**config.mk**
```make
export PLATFORM = sky130hd
export DESIGN_NAME = epib_ram
export DESIGN_NICKNAME = d
export VERILOG_FILES = /design/src/hdl/eta_phi_image_binner_assert.svh /design/src/hdl/epib_ram.sv
export SDC_FILE = /design/constraint.sdc
export NUM_CORES = 1
export LEC_CHECK = 0
export BUFFER_PORTS_ARGS = -buffer_cell sky130_fd_sc_hd__buf_4
export CAP_MARGIN = 15
export CORE_MARGIN = 2
export CORE_UTILIZATION = 55
export DETAILED_ROUTE_END_ITERATION = 6
export GPL_TIMING_DRIVEN = 0
export PLACE_DENSITY = 0.79
export SLEW_MARGIN = 20
export SYNTH_ARGS = -nofsm -noshare
export SYNTH_HDL_FRONTEND = slang
export SYNTH_SLANG_ARGS = --single-unit
export TNS_END_PERCENT = 10
```
**constraint.sdc**
```tcl
create_clock -name clk -period 4.1 [get_ports clk]
set_clock_uncertainty 0.1 [all_clocks]
set_input_delay 0 -clock clk [delete_from_list [all_inputs] [get_ports clk]]
set_output_delay 0 -clock clk [all_outputs]
set_load 0.02 [all_outputs]
```
**src/hdl/eta_phi_image_binner_assert.svh**
```systemverilog
// ----------------------------------------------------------------------------
// eta_phi_image_binner assertion macros
// shared concurrent assertion forms for the image binner
// ----------------------------------------------------------------------------
`ifndef ETA_PHI_IMAGE_BINNER_ASSERT_SVH
`define ETA_PHI_IMAGE_BINNER_ASSERT_SVH

// same-cycle implication, disabled in reset
`define EPIB_ASSERT_SAME(label, ante, cons, msg) \
  label: assert property (@(posedge clk) disable iff (rst) (ante) |-> (cons)) \
    else $error(msg);

// next-cycle implication, disabled in reset
`define EPIB_ASSERT_NEXT(label, ante, cons, msg) \
  label: assert property (@(posedge clk) disable iff (rst) (ante) |=> (cons)) \
    else $error(msg);

`endif

```
**src/hdl/epib_ram.sv**
```systemverilog
// ----------------------------------------------------------------------------
// epib_ram
// generic simple dual-port ram, one write and one registered read port
// ----------------------------------------------------------------------------
module epib_ram #(
  parameter int WIDTH = 8,
  parameter int DEPTH = 16
) (
  input  logic                     clk,
  input  logic                     we,
  input  logic [$clog2(DEPTH)-1:0] waddr,
  input  logic [WIDTH-1:0]         wdata,
  input  logic [$clog2(DEPTH)-1:0] raddr,
  output logic [WIDTH-1:0]         rdata
);

  logic [WIDTH-1:0] mem [DEPTH];

  always_ff @(posedge clk) begin
    if (we) begin
      mem[waddr] <= wdata;
    end
    rdata <= mem[raddr];
  end

endmodule

```
Word level (Yosys, flattened, before mapping)
Memory sizes are Yosys's and may differ from the RTL's. A register that Yosys moved wholly into a read port is not among the register bits.
Cells that the tools add are included.
W data, S select, Z words.
{"block": "totals", "register_bits": 0, "mem_bits_rw": 128, "in_bits": 18, "out_inout_bits": 8, "wordCells": 3, "memories": 1}
{"name": "mem", "depth": 16, "width": 8, "rd": 1, "rd_clocked_by_memory_dff": 1, "write_ports": 1, "line": "epib_ram.sv:17", "source": "logic [WIDTH-1:0] mem [DEPTH];"}
{"block": "op_classes", "muxes": 2}
{"op": "$mux W1", "n": 2}

Logic depth before layout (Yosys ltp)
{"block": "depth", "word_depth": 2, "depth_mapped": 5, "ltp_nobuf": 3}

Worst setup path before layout
OpenSTA, ideal clock, no wires.
{"block": "synth_path", "path_type": "input to register", "start": "input port waddr[2]", "end": "memory mem[0][0], enable pin", "setup_ns": 0.383, "t_arrival_ns": 1.110, "required_time_ns": 3.617, "setup_slack_ns": 2.507, "path_stages": 2, "n_path_buf": 0, "path_cell_list": "or3b_2 -> nor3_1"}
{"item": "start: declaration", "line": "epib_ram.sv:11", "source": "input logic [$clog2(DEPTH)-1:0] waddr,"}
{"item": "end: declaration", "line": "epib_ram.sv:17"}
Straight into the memory's write port.

==> impl_metrics.json <==
{
  "outcome": "finished, final reports clean",
  "fill_cells": 558,
  "fmax_mhz": 517,
  "r2r_cells": 4,
  "drt_pass1_iterations": 5,
  "grt_pass1_wl_um": 15500,
  "crit_arrival_ns": 2.24,
  "layout_setup_ws_ns": 2.17,
  "worstSetupPathType": "flip-flop to flip-flop",
  "period_needed_ns": 1.93,
  "powerDensity_mw_per_mm2": 524,
  "rows": 35,
  "root_buffer": "clkbuf_8",
  "hold_path.class": "primary input to flip-flop",
  "grt_pass1_vias": 2653,
  "power_mw": 3.30,
  "fin_util": 0.688,
  "crit_family": "buffers and inverters",
  "drt_iter0_markers": 312,
  "rrSetupSlack_ns": 2.17,
  "final_common_cell": "edfxtp_1",
  "cts_tree": "yes",
  "slew_violations": 0,
  "worst-path-buf-inv": 1,
  "yosys-top-cells-area": "edfxtp_1, mux4_2, mux4_1",
  "core_area_mm2": 0.00915,
  "ir_drop_uv": 317,
  "synthAdderAreaFrac": 0,
  "route.detailed.wl_per_inst_um": 24.5,
  "avgSynthCellArea_um2": 22.5,
  "num-nets-final": 310,
  "die_w_um": 101,
  "dpl.hpwl_um": 6160,
  "start_util": 0.562,
  "cts_htree_levels": 4,
  "rsz0062_at_grt": "no",
  "io_pins": 26,
  "cp.required_ns": 4.40,
  "pre_cts_ws_ns": 2.29,
  "layout_worst_path_cycle_share": 0.472,
  "gp_congestion": 0.718,
  "grt_max_degree": 17,
  "synth-seq-area-share": 0.778,
  "n_antenna_cell": 0,
  "r2r-start": "mem[0][7]$_DFFE_PP_",
  "hold_path_end": "mem[6][6]$_DFFE_PP_",
  "synth_area_mm2": 0.00515,
  "leakage_nw": 2.13,
  "synth_top_family_by_area": "multiplexers",
  "critical_path.cell_chain": "mux4_2, dlygate4sd3_1, a22oi_1, nand2_1",
  "yosys.area_share.simple": 0.0318,
  "ant_nets": 0,
  "cts_made_buffers": 17,
  "path_clk_slew_ns": 0.06,
  "finalSetupViolCount": 0,
  "drive_above_1_share": 0.285,
  "hp-start": "wdata[6]",
  "finalNonFillerCells": 416,
  "whs_ns": 0.245,
  "ys_ff_latch": 136,
  "setup.worst_path.end_class": "flip-flop",
  "synthMuxAreaShare": 0.150,
  "final_area_mm2": 0.00630,
  "cts_resized": 0,
  "synth.top_cell.area_share": 0.747,
  "worst_slew_pin_slew_ns": 0.826,
  "r2r-end": "rdata[7]$_DFF_P_",
  "syn_inst": 229,
  "placed_cells": 364,
  "cts.sinks": 136,
  "avgViaCountPerCell": 5.96,
  "final_cell_mix": "edfxtp_1, buf_4, dlygate4sd3_1, mux4_2",
  "drv_cap": 0,
  "cp_slowest_stage_delay_ns": 0.57,
  "antenna_found_initial": 0,
  "cp-startpoint": "mem[0][7]$_DFFE_PP_",
  "fp.dieH_um": 101,
  "finalWirelength_um": 10200,
  "die_area_mm2": 0.0101,
  "report.final.hold_viol_count": 0,
  "whs_path_depth": 2,
  "crit_slowest_cell": "dlygate4sd3_1",
  "fin_setup_tns_ns": 0,
  "synth_fp_nets": 247,
  "dr_total_vias": 2479,
  "start_kind": "flip-flop",
  "ys_types": 19,
  "syn_to_final_growth_pct": 22.3,
  "crit_fanout": 1,
  "overflow": 0,
  "synth_compound_area_frac": 0.0233,
  "drcViolationCount": 0,
  "synth_xor_area_frac": 0,
  "clk_latency_ns": 0.52,
  "grt_usage": 0.225,
  "io_buffers": 24,
  "clockBufferDepth": 2,
  "placed_cell_area_mm2": 0.00549,
  "synth_top_cell_by_area": "edfxtp_1",
  "relSlewSlack": 0.447,
  "ys_warn_count": 0
}
==> sequential cells by signal, summed over array words and instances (netlist names) <==
name   count
mem      128
rdata      8
==> cell usage after synthesis <==
cell type        instances
a22oi_1                 16
and2_1                   1
and2b_1                  1
buf_2                    3
buf_4                    1
buf_6                    3
clkdlybuf4s25_2          3
dfxtp_1                  8
edfxtp_1               128
mux4_1                  14
mux4_2                  18
nand2_1                  9
nand2b_1                 2
nand3_1                  1
nand3b_1                 2
nor2_1                  13
nor2b_1                  1
nor3_1                   4
or3b_2                   1
==> report_power, final <==
group	internal (mW)	switching [mW]	leakage (nW)
clock network	1.00	0.557	0.279
registers	1.55	0.00828	1.22
logic	0.0839	0.0988	0.627
total	2.64	0.664	2.13
==> cell families after synthesis <==
| family | Yosys count |
|---|---|
| AO/OA/AOI/OAI | 16 |
| buffers and inverters | 10 |
| flip-flops | 136 |
| multiplexers | 32 |
| AND/OR/NAND/NOR | 35 |
==> area by class of cell <==
cell class / instances / area [um2] / share of cell area
multi-input cells: 83 / 1080 / 0.171
clock inverters: 12 / 175 / 0.0278
well taps: 111 / 139 / 0.0221
repair buffers: 44 / 380 / 0.0604
flip-flops and latches: 136 / 4000 / 0.636
clock buffers: 20 / 435 / 0.0691
plain buffers: 10 / 86.3 / 0.0137
==> per-layer routing <==
metal / vias to the layer above / GRT usage / wire length, um
li1: 1100 / - / -
met1: 1258 / 0.301 / 4150
met2: 105 / 0.341 / 4950
met3: 16 / 0.0659 / 813
met4: 0 / 0.114 / 263
met5: - / 0 / 0
==> worst max-delay path by stage <==
stage,to,slack (ns),cells after the start
5_1_grt,rdata[7]$_DFF_P_,2.10,4
6_report,rdata[7]$_DFF_P_,2.17,4
4_1_cts,rdata[7]$_DFF_P_,2.14,4
3_5_place_dp,mem[1][7]$_DFFE_PP_,2.29,3
2_1_floorplan,mem[0][0]$_DFFE_PP_,2.51,2
3_3_place_gp,mem[0][7]$_DFFE_PP_,1.96,3
==> timing repair <==
action,CTS,global route
hold endpoints to repair,167,0
buffers inserted,0,0
hold buffers,20,0
Note: power is estimated with default switching activity, not from simulation.
