===== src/hdl/eta_phi_image_binner_assert.svh =====
// ----------------------------------------------------------------------------
// eta_phi_image_binner assertion macros
// shared concurrent assertion forms for the image binner
// ----------------------------------------------------------------------------
`ifndef ETA_PHI_IMAGE_BINNER_ASSERT_SVH
`define ETA_PHI_IMAGE_BINNER_ASSERT_SVH

// same-cycle implication, disabled in reset
`define EPIB_ASSERT_SAME(label, ante, cons, msg) \
  label: assert property (@(posedge clk) disable iff (rst) (ante) |-> (cons)) \
    else $error(msg);

// next-cycle implication, disabled in reset
`define EPIB_ASSERT_NEXT(label, ante, cons, msg) \
  label: assert property (@(posedge clk) disable iff (rst) (ante) |=> (cons)) \
    else $error(msg);

`endif


===== src/hdl/epib_pkg.sv =====
// ----------------------------------------------------------------------------
// epib_pkg
// types, register indexes and saturating arithmetic of the eta-phi binner
// ----------------------------------------------------------------------------
package epib_pkg;

  localparam int COORD_W    = 16;
  localparam int VAL_W      = 24;
  localparam int SUM_W      = 32;
  localparam int CNT_W      = 16;
  localparam int BIN_IDX_W  = 12;
  localparam int CFG_IDX_W  = 3;
  localparam int CFG_DATA_W = 24;
  localparam int DIFF_W     = COORD_W + 1;
  localparam int PROD_W     = 2 * DIFF_W;
  localparam int BIN_SHIFT  = 20;
  localparam int BIN_FULL_W = PROD_W - BIN_SHIFT;

  typedef enum logic [1:0] {
    OP_CLEAR = 2'd0,
    OP_TRACK = 2'd1,
    OP_TOWER = 2'd2,
    OP_READ  = 2'd3
  } op_t;

  localparam logic [CFG_IDX_W-1:0] REG_ETA_LOW   = 3'd0;
  localparam logic [CFG_IDX_W-1:0] REG_ETA_SCALE = 3'd1;
  localparam logic [CFG_IDX_W-1:0] REG_PHI_LOW   = 3'd2;
  localparam logic [CFG_IDX_W-1:0] REG_PHI_SCALE = 3'd3;
  localparam logic [CFG_IDX_W-1:0] REG_THRESHOLD = 3'd4;

  typedef struct packed {
    op_t                        op;
    logic signed [COORD_W-1:0]  eta;
    logic signed [COORD_W-1:0]  phi;
    logic [VAL_W-1:0]           track_pt;
    logic [VAL_W-1:0]           em_energy;
    logic [VAL_W-1:0]           had_energy;
    logic [BIN_IDX_W-1:0]       bin_index;
  } in_item_t;

  // result item, also the layout of one stored bin
  typedef struct packed {
    logic [SUM_W-1:0] track_sum;
    logic [SUM_W-1:0] em_sum;
    logic [SUM_W-1:0] had_sum;
    logic [CNT_W-1:0] track_count;
    logic [CNT_W-1:0] em_count;
    logic [CNT_W-1:0] had_count;
  } out_item_t;

  typedef struct packed {
    logic signed [COORD_W-1:0] eta_low;
    logic [COORD_W-1:0]        eta_scale;
    logic signed [COORD_W-1:0] phi_low;
    logic [COORD_W-1:0]        phi_scale;
    logic [VAL_W-1:0]          count_threshold;
  } cfg_regs_t;

  localparam cfg_regs_t CFG_RESET = '{
    eta_low:         16'hD000,
    eta_scale:       16'd2731,
    phi_low:         16'hCDBC,
    phi_scale:       16'd2608,
    count_threshold: 24'd0
  };

  function automatic logic [SUM_W-1:0] sat_add(input logic [SUM_W-1:0] s,
                                                input logic [VAL_W-1:0] v);
    logic [SUM_W:0] t;
    t = {1'b0, s} + {{(SUM_W + 1 - VAL_W){1'b0}}, v};
    return t[SUM_W] ? {SUM_W{1'b1}} : t[SUM_W-1:0];
  endfunction

  function automatic logic [CNT_W-1:0] cnt_inc(input logic [CNT_W-1:0] c);
    return (c == {CNT_W{1'b1}}) ? c : c + 1'b1;
  endfunction

endpackage


===== src/hdl/epib_locate.sv =====
// ----------------------------------------------------------------------------
// epib_locate
// coordinate to bin mapping: registered scale products, then range check
// and flat bin index
// ----------------------------------------------------------------------------
module epib_locate #(
  parameter int ETA_BINS = 64,
  parameter int PHI_BINS = 64
) (
  input  logic                                      clk,
  input  logic                                      load,
  input  logic signed [epib_pkg::COORD_W-1:0]       eta,
  input  logic signed [epib_pkg::COORD_W-1:0]       phi,
  input  epib_pkg::cfg_regs_t                       cfg,
  output logic                                      hit,
  output logic [$clog2(ETA_BINS*PHI_BINS)-1:0]      index
);

  localparam int AW  = $clog2(ETA_BINS * PHI_BINS);
  localparam int EBW = $clog2(ETA_BINS);
  localparam int PBW = $clog2(PHI_BINS);
  localparam int DW  = epib_pkg::DIFF_W;
  localparam int PW  = epib_pkg::PROD_W;
  localparam int BFW = epib_pkg::BIN_FULL_W;
  localparam logic [AW-1:0] ETA_STRIDE = AW'(ETA_BINS);

  logic signed [DW-1:0] d_eta;
  logic signed [DW-1:0] d_phi;
  logic signed [PW-1:0] p_eta;
  logic signed [PW-1:0] p_phi;
  logic [BFW-1:0]       eb_full;
  logic [BFW-1:0]       pb_full;
  logic                 eta_ok;
  logic                 phi_ok;

  // offset from the grid edge, one extra bit
  assign d_eta = $signed({eta[epib_pkg::COORD_W-1], eta})
               - $signed({cfg.eta_low[epib_pkg::COORD_W-1], cfg.eta_low});
  assign d_phi = $signed({phi[epib_pkg::COORD_W-1], phi})
               - $signed({cfg.phi_low[epib_pkg::COORD_W-1], cfg.phi_low});

  always_ff @(posedge clk) begin
    if (load) begin
      p_eta <= d_eta * $signed({1'b0, cfg.eta_scale});
      p_phi <= d_phi * $signed({1'b0, cfg.phi_scale});
    end
  end

  // floor of the q.20 product
  assign eb_full = p_eta[PW-1:epib_pkg::BIN_SHIFT];
  assign pb_full = p_phi[PW-1:epib_pkg::BIN_SHIFT];
  assign eta_ok  = !p_eta[PW-1] && (eb_full < BFW'(ETA_BINS));
  assign phi_ok  = !p_phi[PW-1] && (pb_full < BFW'(PHI_BINS));

  assign hit   = eta_ok && phi_ok;
  assign index = AW'(eb_full[EBW-1:0]) + AW'(pb_full[PBW-1:0]) * ETA_STRIDE;

endmodule


===== config.mk =====
export PLATFORM = sky130hd
export DESIGN_NAME = epib_locate
export DESIGN_NICKNAME = d
export VERILOG_FILES = /design/src/hdl/eta_phi_image_binner_assert.svh /design/src/hdl/epib_pkg.sv /design/src/hdl/epib_locate.sv
export SDC_FILE = /design/constraint.sdc
export NUM_CORES = 1
export LEC_CHECK = 0
export ABC_AREA = 1
export BUFFER_PORTS_ARGS = -buffer_cell sky130_fd_sc_hd__clkbuf_2
export CAP_MARGIN = 20
export CORE_ASPECT_RATIO = 1.75
export CORE_UTILIZATION = 45
export DETAILED_ROUTE_END_ITERATION = 7
export PLACE_DENSITY = 0.58
export SETUP_SLACK_MARGIN = 0.02
export SYNTH_ARGS = -nofsm -noshare
export SYNTH_HDL_FRONTEND = slang
export SYNTH_SLANG_ARGS = --single-unit

===== constraint.sdc =====
create_clock -name clk -period 9.9 [get_ports clk]
set_clock_uncertainty 0.2 [all_clocks]
set_input_delay 0.495 -clock clk [delete_from_list [all_inputs] [get_ports clk]]
set_output_delay 0.495 -clock clk [all_outputs]
set_load 0.01 [all_outputs]

Word-level counts from Yosys, hierarchy flattened
Index checks and enable logic that the tools add are counted.
- register bits after elaboration: 68
- output and inout port bits: 13
- logic and storage cells: 14
- add/subtract/negate cells: 3
- multiply operators: 2
- order comparisons: 2
- reduce and logical (&&, ||, !) cells: 5
- operators with widths (kind ; count):
    $mul 17x17->34 ; 2
    $sub 16x16->17 ; 2
    $lt 14x7->1 const B ; 2
    $add 6x12->12 ; 1
    $logic_and 1x1->1 ; 3
    $logic_not 1->1 ; 2

Longest topological paths before layout
Gate-level depths: netlist of run 1.
- depth after elaboration: 3
- gate-level depth with buffers: 38
- depth with buffers taken out: 37

Worst setup path before layout of run 1
No wires, ideal clock.
- path kind: input -> register
- from: input phi[0] (netlist name)
- to: register p_phi[33], data pin
- setup time: 0.253 ns
- data arrival time: 6.799 ns
- data required time: 9.447 ns
- path slack: 2.648 ns
- stages: 34
- cells stage by stage: inv_1 > ha_1 > fa_1 > inv_1 > nand2_1 > nand2_1 > nand2_1 > nand2_1 > nand2_1 > nand2_1 > nand3_1 > nand3_2 > nand2_1 > nor2_1 > fa_1 > fa_1 > clkbuf_1 > inv_1 > fa_1 > inv_1 > fa_1 > inv_1 > fa_1 > fa_1 > inv_1 > ha_1 > inv_1 > o21bai_1 > a21oi_1 > nand2_1 > a21oi_1 > nand2_1 > nand2_1 > nand2_1
- cells in the longest elaborated chain, start to end: 2
- ends and longest elaborated chain (what ; line ; text):
    start: declaration ; epib_locate.sv:13 ; input logic signed [epib_pkg::COORD_W-1:0] phi,
    $sub 16x16->17 ; epib_locate.sv:40 ; - $signed({cfg.phi_low[epib_pkg::COORD_W-1], cfg.phi_low});
    $mul 17x17->34 ; epib_locate.sv:45 ; p_phi <= d_phi * $signed({1'b0, cfg.phi_scale});
    end signal: assignment ; epib_locate.sv:45 ;
    end: declaration ; epib_locate.sv:30 ; logic signed [PW-1:0] p_phi;
Every way passes these cells.
A chain may end at the register's enable or synchronous reset.

Worst setup path in the final report of run 1
- from: input phi[0] (netlist name)
- to: register p_phi[31], data pin
The elaborated chain is that of the path after synthesis.

==> summary.txt, run 1 <==
================================================================================
Beginning of the worst hold path                                            load
Pin count of the biggest net entering global routing                          29
Number of detailed-routing iterations run before antenna repair                7
Clock buffer count from CTS                                                    3
Count of boundary I/O pins                                                   135
Share of the clock period used by the worst path after layout              0.841
Std cell rows                                                                113
CP startpoint                                                             phi[0]
Max stage delay cell, worst path                                    sky130_fd_sc_hd__fa_1
Flip-flop and latch count after synthesis                                     28
Max-capacitance violation count                                                0
Number of buffers inserted by post-CTS setup repair                            0
Instance count of the mapped netlist                                        3287
Synth unique cells                                                            41
Vias in the first global route                                             23023
Routed wl met2                                                           47.3 mm
Class of the tightest hold or removal check                         input pin to flip-flop
Outcome                                                             complete, no violations
Total via count after detailed routing                                     21041
Maximum fanout encountered on the critical timing path                        14
Startpoint-to-endpoint class of the critical path                   input pin to flip-flop
Shortest clock period the worst path allows after layout                 8.33 ns
Actual slew at the worst max-slew pin                                   0.882 ns
Capture point of the worst path                                     p_phi[31]$_DFFE_PP_
Worst setup timing slack at the placement stage                          1.31 ns
Sequential element share of the synthesized area                          0.0338
Width of the chip                                                         180 um
DRC violations left                                                            0
Met3 routed wirelength                                                   2.79 mm
Area of the core region                                               54400 um^2
GR Util All Layers                                                         0.304
Fraction of final layout cells sized beyond drive strength 1              0.0523
Number of failing setup endpoints in the final timing report                   0
Die outline height                                                        313 um
H-tree Lvls                                                                    1
Vias/cell                                                                   5.23
First-pass GRT wire length                                                127 mm
Grt ovf                                                                        0
Die footprint                                                         56200 um^2
Startpoint kind of the worst setup timing path                         input pin
Worst-case setup margin in the final layout                              1.57 ns
Half-perimeter wire length after detailed placement                      74.8 mm
RSZ-0062 raised after global routing                                          no
Initial core utilization                                                   0.457
Worst path arrival time                                                  8.15 ns
Final estimated routing congestion in global placement                      1.01
IO Port Bufs                                                                 110
Number of DRC markers after the initial detailed-route iteration             878
Dominant cell type by count on the critical path                    sky130_fd_sc_hd__nand2_1
Clock buffer depth                                                             2
CTS Root Buffer Type                                                sky130_fd_sc_hd__clkbuf_16
Max-Slew Margin vs Limit                                                   0.410
Total Nets Final                                                            4199
Clock net sink count                                                          28
Routed length per instance                                               20.9 um
Count of instances resized after the clock tree is built                       0
Final-report max-slew violation count                                          0
Number of antenna violations at the first check in global routing              5
Highest routing layer actually used                                         met4
Layout Area Growth over Synthesis                                          4.80%
Final Hold Viols                                                               0
Maximum clock rate                                                       120 MHz
TritonCTS clock tree                                                        done
Post-detailed-route count of antenna-violating nets                            0
Total Wirelength                                                         84.3 mm
Count of synthesis-stage warnings from yosys                                   0
Number of hold buffers added after cts                                         0
Critical path's largest stage delay                                      0.96 ns
Clock slew at reported path FFs                                          0.08 ns
Sum of negative setup slack                                                 0 ns
Syn_area_per_cell                                                      7.56 um^2
Mapped Area                                                           24900 um^2
Net count after synthesis                                                   4156
Critical Path RT                                                         9.72 ns
Met1 layer wirelength in the final routing                               25.0 mm
Endpoint type of the worst setup path                                  flip-flop
FILL cells                                                                  5586
================================================================================
==> cell type report <==
| cell class | instances | area, um^2 | share of cell area |
|---|---|---|---|
| Multi-Input combinational cell | 2240 | 20100 | 0.772 |
| Inverter | 943 | 3540 | 0.136 |
| Tap cell | 690 | 863 | 0.0331 |
| Sequential cell | 28 | 841 | 0.0323 |
| Timing Repair Buffer | 114 | 581 | 0.0223 |
| Clock buffer | 3 | 75.1 | 0.00288 |
| Clock inverter | 1 | 30.0 | 0.00115 |
| Antenna cell | 3 | 7.51 | 0.000288 |
==> state kept, by name (all words and copies together), names as in the netlist <==
register,count
p_eta,14
p_phi,14
==> metal layers <==
| metal | track usage | up-vias |
|---|---|---|
| li1 | - | 9688 |
| met1 | 0.261 | 10269 |
| met2 | 0.613 | 756 |
| met3 | 0.0222 | 328 |
| met4 | 0.278 | 0 |
| met5 | 0 | - |
==> stage by stage <==
| step | instance area [um^2] | instances | hold slack (ns) | util |
|---|---|---|---|---|
| floorplan | 24900 | 3287 | 0.407 | - |
| detailed placement | 25900 | 4015 | 0.720 | 0.476 |
| global route | 26100 | 4022 | 0.831 | 0.479 |
| finish | 26100 | 4022 | 0.774 | 0.479 |
| CTS | 26000 | 4019 | 0.801 | 0.478 |
| global placement | 25900 | 4015 | 0.718 | 0.476 |
==> logic make-up (layout without fill, tap and decap cells) <==
| group | count (synthesis) | count (layout) | share of synthesized area |
|---|---|---|---|
| AOI/OAI and AO/OA | 186 | 186 | 0.0406 |
| xor gates and xnor gates | 38 | 38 | 0.0143 |
| adders and majority gates | 747 | 747 | 0.540 |
| buffers and inverters | 1019 | 1061 | 0.157 |
| DFF | 28 | 28 | 0.0338 |
| other | 0 | 3 | 0 |
| and+or+nand+nor | 1269 | 1269 | 0.214 |
==> cells in the mapped netlist, drive strengths merged <==
| cell type | n | area [um^2] |
|---|---|---|
| inv | 935 | 3510 |
| nand2 | 621 | 2380 |
| fa | 543 | 10900 |
| nor2 | 355 | 1380 |
| nand3 | 224 | 1140 |
| ha | 204 | 2550 |
| a21oi | 96 | 507 |
| o21ai | 71 | 355 |
| clkbuf | 48 | 180 |
| buf | 28 | 183 |
| edfxtp | 28 | 841 |
| xor2 | 21 | 199 |
| nor3 | 20 | 100 |
| xnor2 | 17 | 156 |
| or2 | 15 | 93.8 |
| nand4 | 12 | 81.3 |
| nor4 | 11 | 68.8 |
| o21bai | 10 | 75.1 |
| clkinv | 8 | 30.0 |
| nand3b | 8 | 67.6 |
| a21boi | 4 | 30.0 |
| a21o | 3 | 22.5 |
| and2 | 2 | 12.5 |
| o211ai | 2 | 20.0 |
| and3 | 1 | 6.26 |
==> how the worst min path moves through the flow <==
| stage | endpoint | slack (ns) | depth (start not counted) |
|---|---|---|---|
| 6_report | p_eta[22]$_DFFE_PP_ | 0.77 | 1 |
| 5_1_grt | p_eta[21]$_DFFE_PP_ | 0.83 | 1 |
| 4_1_cts | p_eta[22]$_DFFE_PP_ | 0.80 | 1 |
| 3_5_place_dp | index[8] | 0.72 | 1 |
| 3_3_place_gp | index[11] | 0.72 | 1 |
| 2_1_floorplan | p_eta[20]$_DFFE_PP_ | 0.41 | 0 |
==> worst max-delay path, delay by kind of cell <==
kind,cells,cell delay (ns)
simple gates,15,1.83
compound gates,3,0.89
buf+inv,5,0.29
fa+ha+maj,9,4.61
==> placed cells by master, fill, tap and decap left out, types with 5 or more instances in the layout <==
cell and count:
sky130_fd_sc_hd__inv_1 929, sky130_fd_sc_hd__nor2_4 6, sky130_fd_sc_hd__o21bai_1 10, sky130_fd_sc_hd__a21oi_1 91
sky130_fd_sc_hd__xor2_1 19, sky130_fd_sc_hd__clkbuf_2 110, sky130_fd_sc_hd__o21ai_0 68, sky130_fd_sc_hd__nor2_1 349
sky130_fd_sc_hd__nand2_2 18, sky130_fd_sc_hd__clkinv_1 8, sky130_fd_sc_hd__nor3_1 20, sky130_fd_sc_hd__ha_1 204
sky130_fd_sc_hd__fa_1 543, sky130_fd_sc_hd__inv_2 6, sky130_fd_sc_hd__nand3_1 220, sky130_fd_sc_hd__edfxtp_1 28
sky130_fd_sc_hd__or2_2 10, sky130_fd_sc_hd__nand4_1 11, sky130_fd_sc_hd__xnor2_1 16, sky130_fd_sc_hd__or2_1 5
sky130_fd_sc_hd__nand3b_1 6, sky130_fd_sc_hd__nor4_1 11, sky130_fd_sc_hd__nand2_1 603
Power of run 1 is not shown: default switching activity piles up to over one toggle a cycle in this logic, so the estimate is an artifact.
==> run 2, diff against run 1 <==
- PLACE_DENSITY: 0.58 -> 0.6
- clock period: 9.9 -> 6.82 ns (I/O delays scaled with it)
==> summary.txt, run 2 (synthesized netlist as in run 1, its figures left out) <==
=====================================================================================
Share of the clock period used by the worst path after layout                   0.977
Total via count after detailed routing                                          22902
Startpoint kind of the worst setup timing path                              input pin
Sum of negative setup slack                                                      0 ns
Dominant cell type by count on the critical path                         sky130_fd_sc_hd__fa_1
Vias/cell                                                                        5.14
Max-capacitance violation count                                                     0
IO Port Bufs                                                                      110
Critical path's largest stage delay                                           0.55 ns
First-pass GRT wire length                                                     127 mm
Width of the chip                                                              180 um
Total Wirelength                                                              82.5 mm
Area of the core region                                                    54400 um^2
GR Util All Layers                                                              0.299
Number of failing setup endpoints in the final timing report                        0
Std cell rows                                                                     113
Leading registers by flop count                                          p_eta: 14 flops, p_phi: 14 flops
Half-perimeter wire length after detailed placement                           72.5 mm
Commonest cells after routing, fill and taps aside                       882 x sky130_fd_sc_hd__inv_1, 507 x sky130_fd_sc_hd__fa_1, 497 x sky130_fd_sc_hd__nand2_1
Beginning of the worst hold path                                                 load
Post-detailed-route count of antenna-violating nets                                 0
DRC violations left                                                                 7
Die footprint                                                              56200 um^2
Number of detailed-routing iterations run before antenna repair                     8
H-tree Lvls                                                                         1
Pin count of the biggest net entering global routing                               29
Max stage delay cell, worst path                                         sky130_fd_sc_hd__fa_1
FILL cells                                                                       5095
Final estimated routing congestion in global placement                          0.980
Worst path arrival time                                                       6.50 ns
Final antenna diode count                                                           0
Final-report max-slew violation count                                               0
Cell count of the worst hold path                                                   1
Startpoint-to-endpoint class of the critical path                        input pin to flip-flop
Maximum clock rate                                                            150 MHz
CTS Root Buffer Type                                                     sky130_fd_sc_hd__clkbuf_16
Total Nets Final                                                                 4632
Number of DRC markers after the initial detailed-route iteration                  995
End point of the most critical hold path                                 p_eta[22]$_DFFE_PP_
Routed length per instance                                                    18.5 um
Fraction of final layout cells sized beyond drive strength 1                    0.271
Logic depth of the worst setup path including buffers                              34
Initial core utilization                                                        0.457
Clock slew at reported path FFs                                               0.07 ns
Buffers & Inverters on Critical Path                                               12
Outcome                                                                  finished with violations
Clock buffer depth                                                                  2
Class of the tightest hold or removal check                              input pin to flip-flop
Actual slew at the worst max-slew pin                                        0.738 ns
Critical Path RT                                                              6.66 ns
Clock buffer count from CTS                                                         3
TritonCTS clock tree                                                             done
Die outline height                                                             313 um
Family with the most delay on the worst path                              adder cells
Max-Slew Margin vs Limit                                                        0.508
Count of boundary I/O pins                                                        135
Shortest clock period the worst path allows after layout                      6.66 ns
Maximum fanout encountered on the critical timing path                              3
Number of antenna violations at the first check in global routing                   0
Final Hold Viols                                                                    0
CP startpoint                                                                  eta[0]
Number of hold buffers added after cts                                              0
Violated checks                                                                   DRC
Clock net sink count                                                               28
RSZ-0062 raised after global routing                                              yes
Grt ovf                                                                             0
Endpoint type of the worst setup path                                       flip-flop
Layout Area Growth over Synthesis                                               27.2%
Most frequent standard cell in the layout excluding fill and tap cells   sky130_fd_sc_hd__inv_1
Vias in the first global route                                                  25001
=====================================================================================
## run 2: cell count changes in the layout (fill, tap and decap cells not counted), moves of 32 or more
cell / change
sky130_fd_sc_hd__ha_1: -48
sky130_fd_sc_hd__inv_1: -47
sky130_fd_sc_hd__nand2_2: +73
sky130_fd_sc_hd__fa_1: -36
sky130_fd_sc_hd__buf_4: +396
sky130_fd_sc_hd__nor2_1: -54
sky130_fd_sc_hd__ha_4: +46
sky130_fd_sc_hd__inv_2: +42
sky130_fd_sc_hd__fa_2: +36
sky130_fd_sc_hd__a21oi_1: -46
sky130_fd_sc_hd__a21oi_2: +39
sky130_fd_sc_hd__nand2_1: -106
sky130_fd_sc_hd__nor2_2: +32
sky130_fd_sc_hd__o21ai_0: -36
## run 2: area by class of cell
class                           instances  area (um^2)  share of cell area
Sequential cell                        28          841              0.0266
Clock buffer                            3         75.1             0.00237
Clock inverter                          1         30.0            0.000950
Tap cell                              690          863              0.0273
Inverter                              943         3560               0.113
Timing Repair Buffer                  547         4070               0.129
Multi-Input combinational cell       2240        22200               0.701
## run 2: timing repair
item | 4_1_cts | 5_1_grt
cloned | 1 | 0
setup endpoints to repair | 28 | 28
pin swaps | 38 | 191
resized for setup | 89 | 483
setup buffers | 14 | 24
## run 2: routing by layer
layer	part of all wire	GRT usage
met1	0.29	0.243
met2	0.56	0.614
met3	0.030	0.0182
met4	0.12	0.293
met5	0	0
## run 2: how the worst max path moves through the flow
stage | to | slack (ns)
floorplan | p_phi[33]$_DFFE_PP_ | 0.03
global placement | p_eta[23]$_DFFE_PP_ | -0.54
detailed placement | p_eta[23]$_DFFE_PP_ | -0.63
CTS | p_eta[30]$_DFFE_PP_ | -0.005
global route | p_phi[33]$_DFFE_PP_ | -0.08
finish | p_eta[29]$_DFFE_PP_ | 0.16
## run 2: stage by stage
step	util	setup slack [ns]	cell area, um^2	hold WS [ns]	cells
detailed placement	0.534	-0.626	29000	0.563	4410
finish	0.581	0.156	31600	0.608	4452
global route	0.581	-0.0790	31600	0.662	4452
CTS	0.542	-0.00493	29500	0.633	4429
floorplan	-	0.0341	24900	0.253	3287
global placement	0.534	-0.540	29000	0.565	4410
Power of run 2 is left out for the same reason.
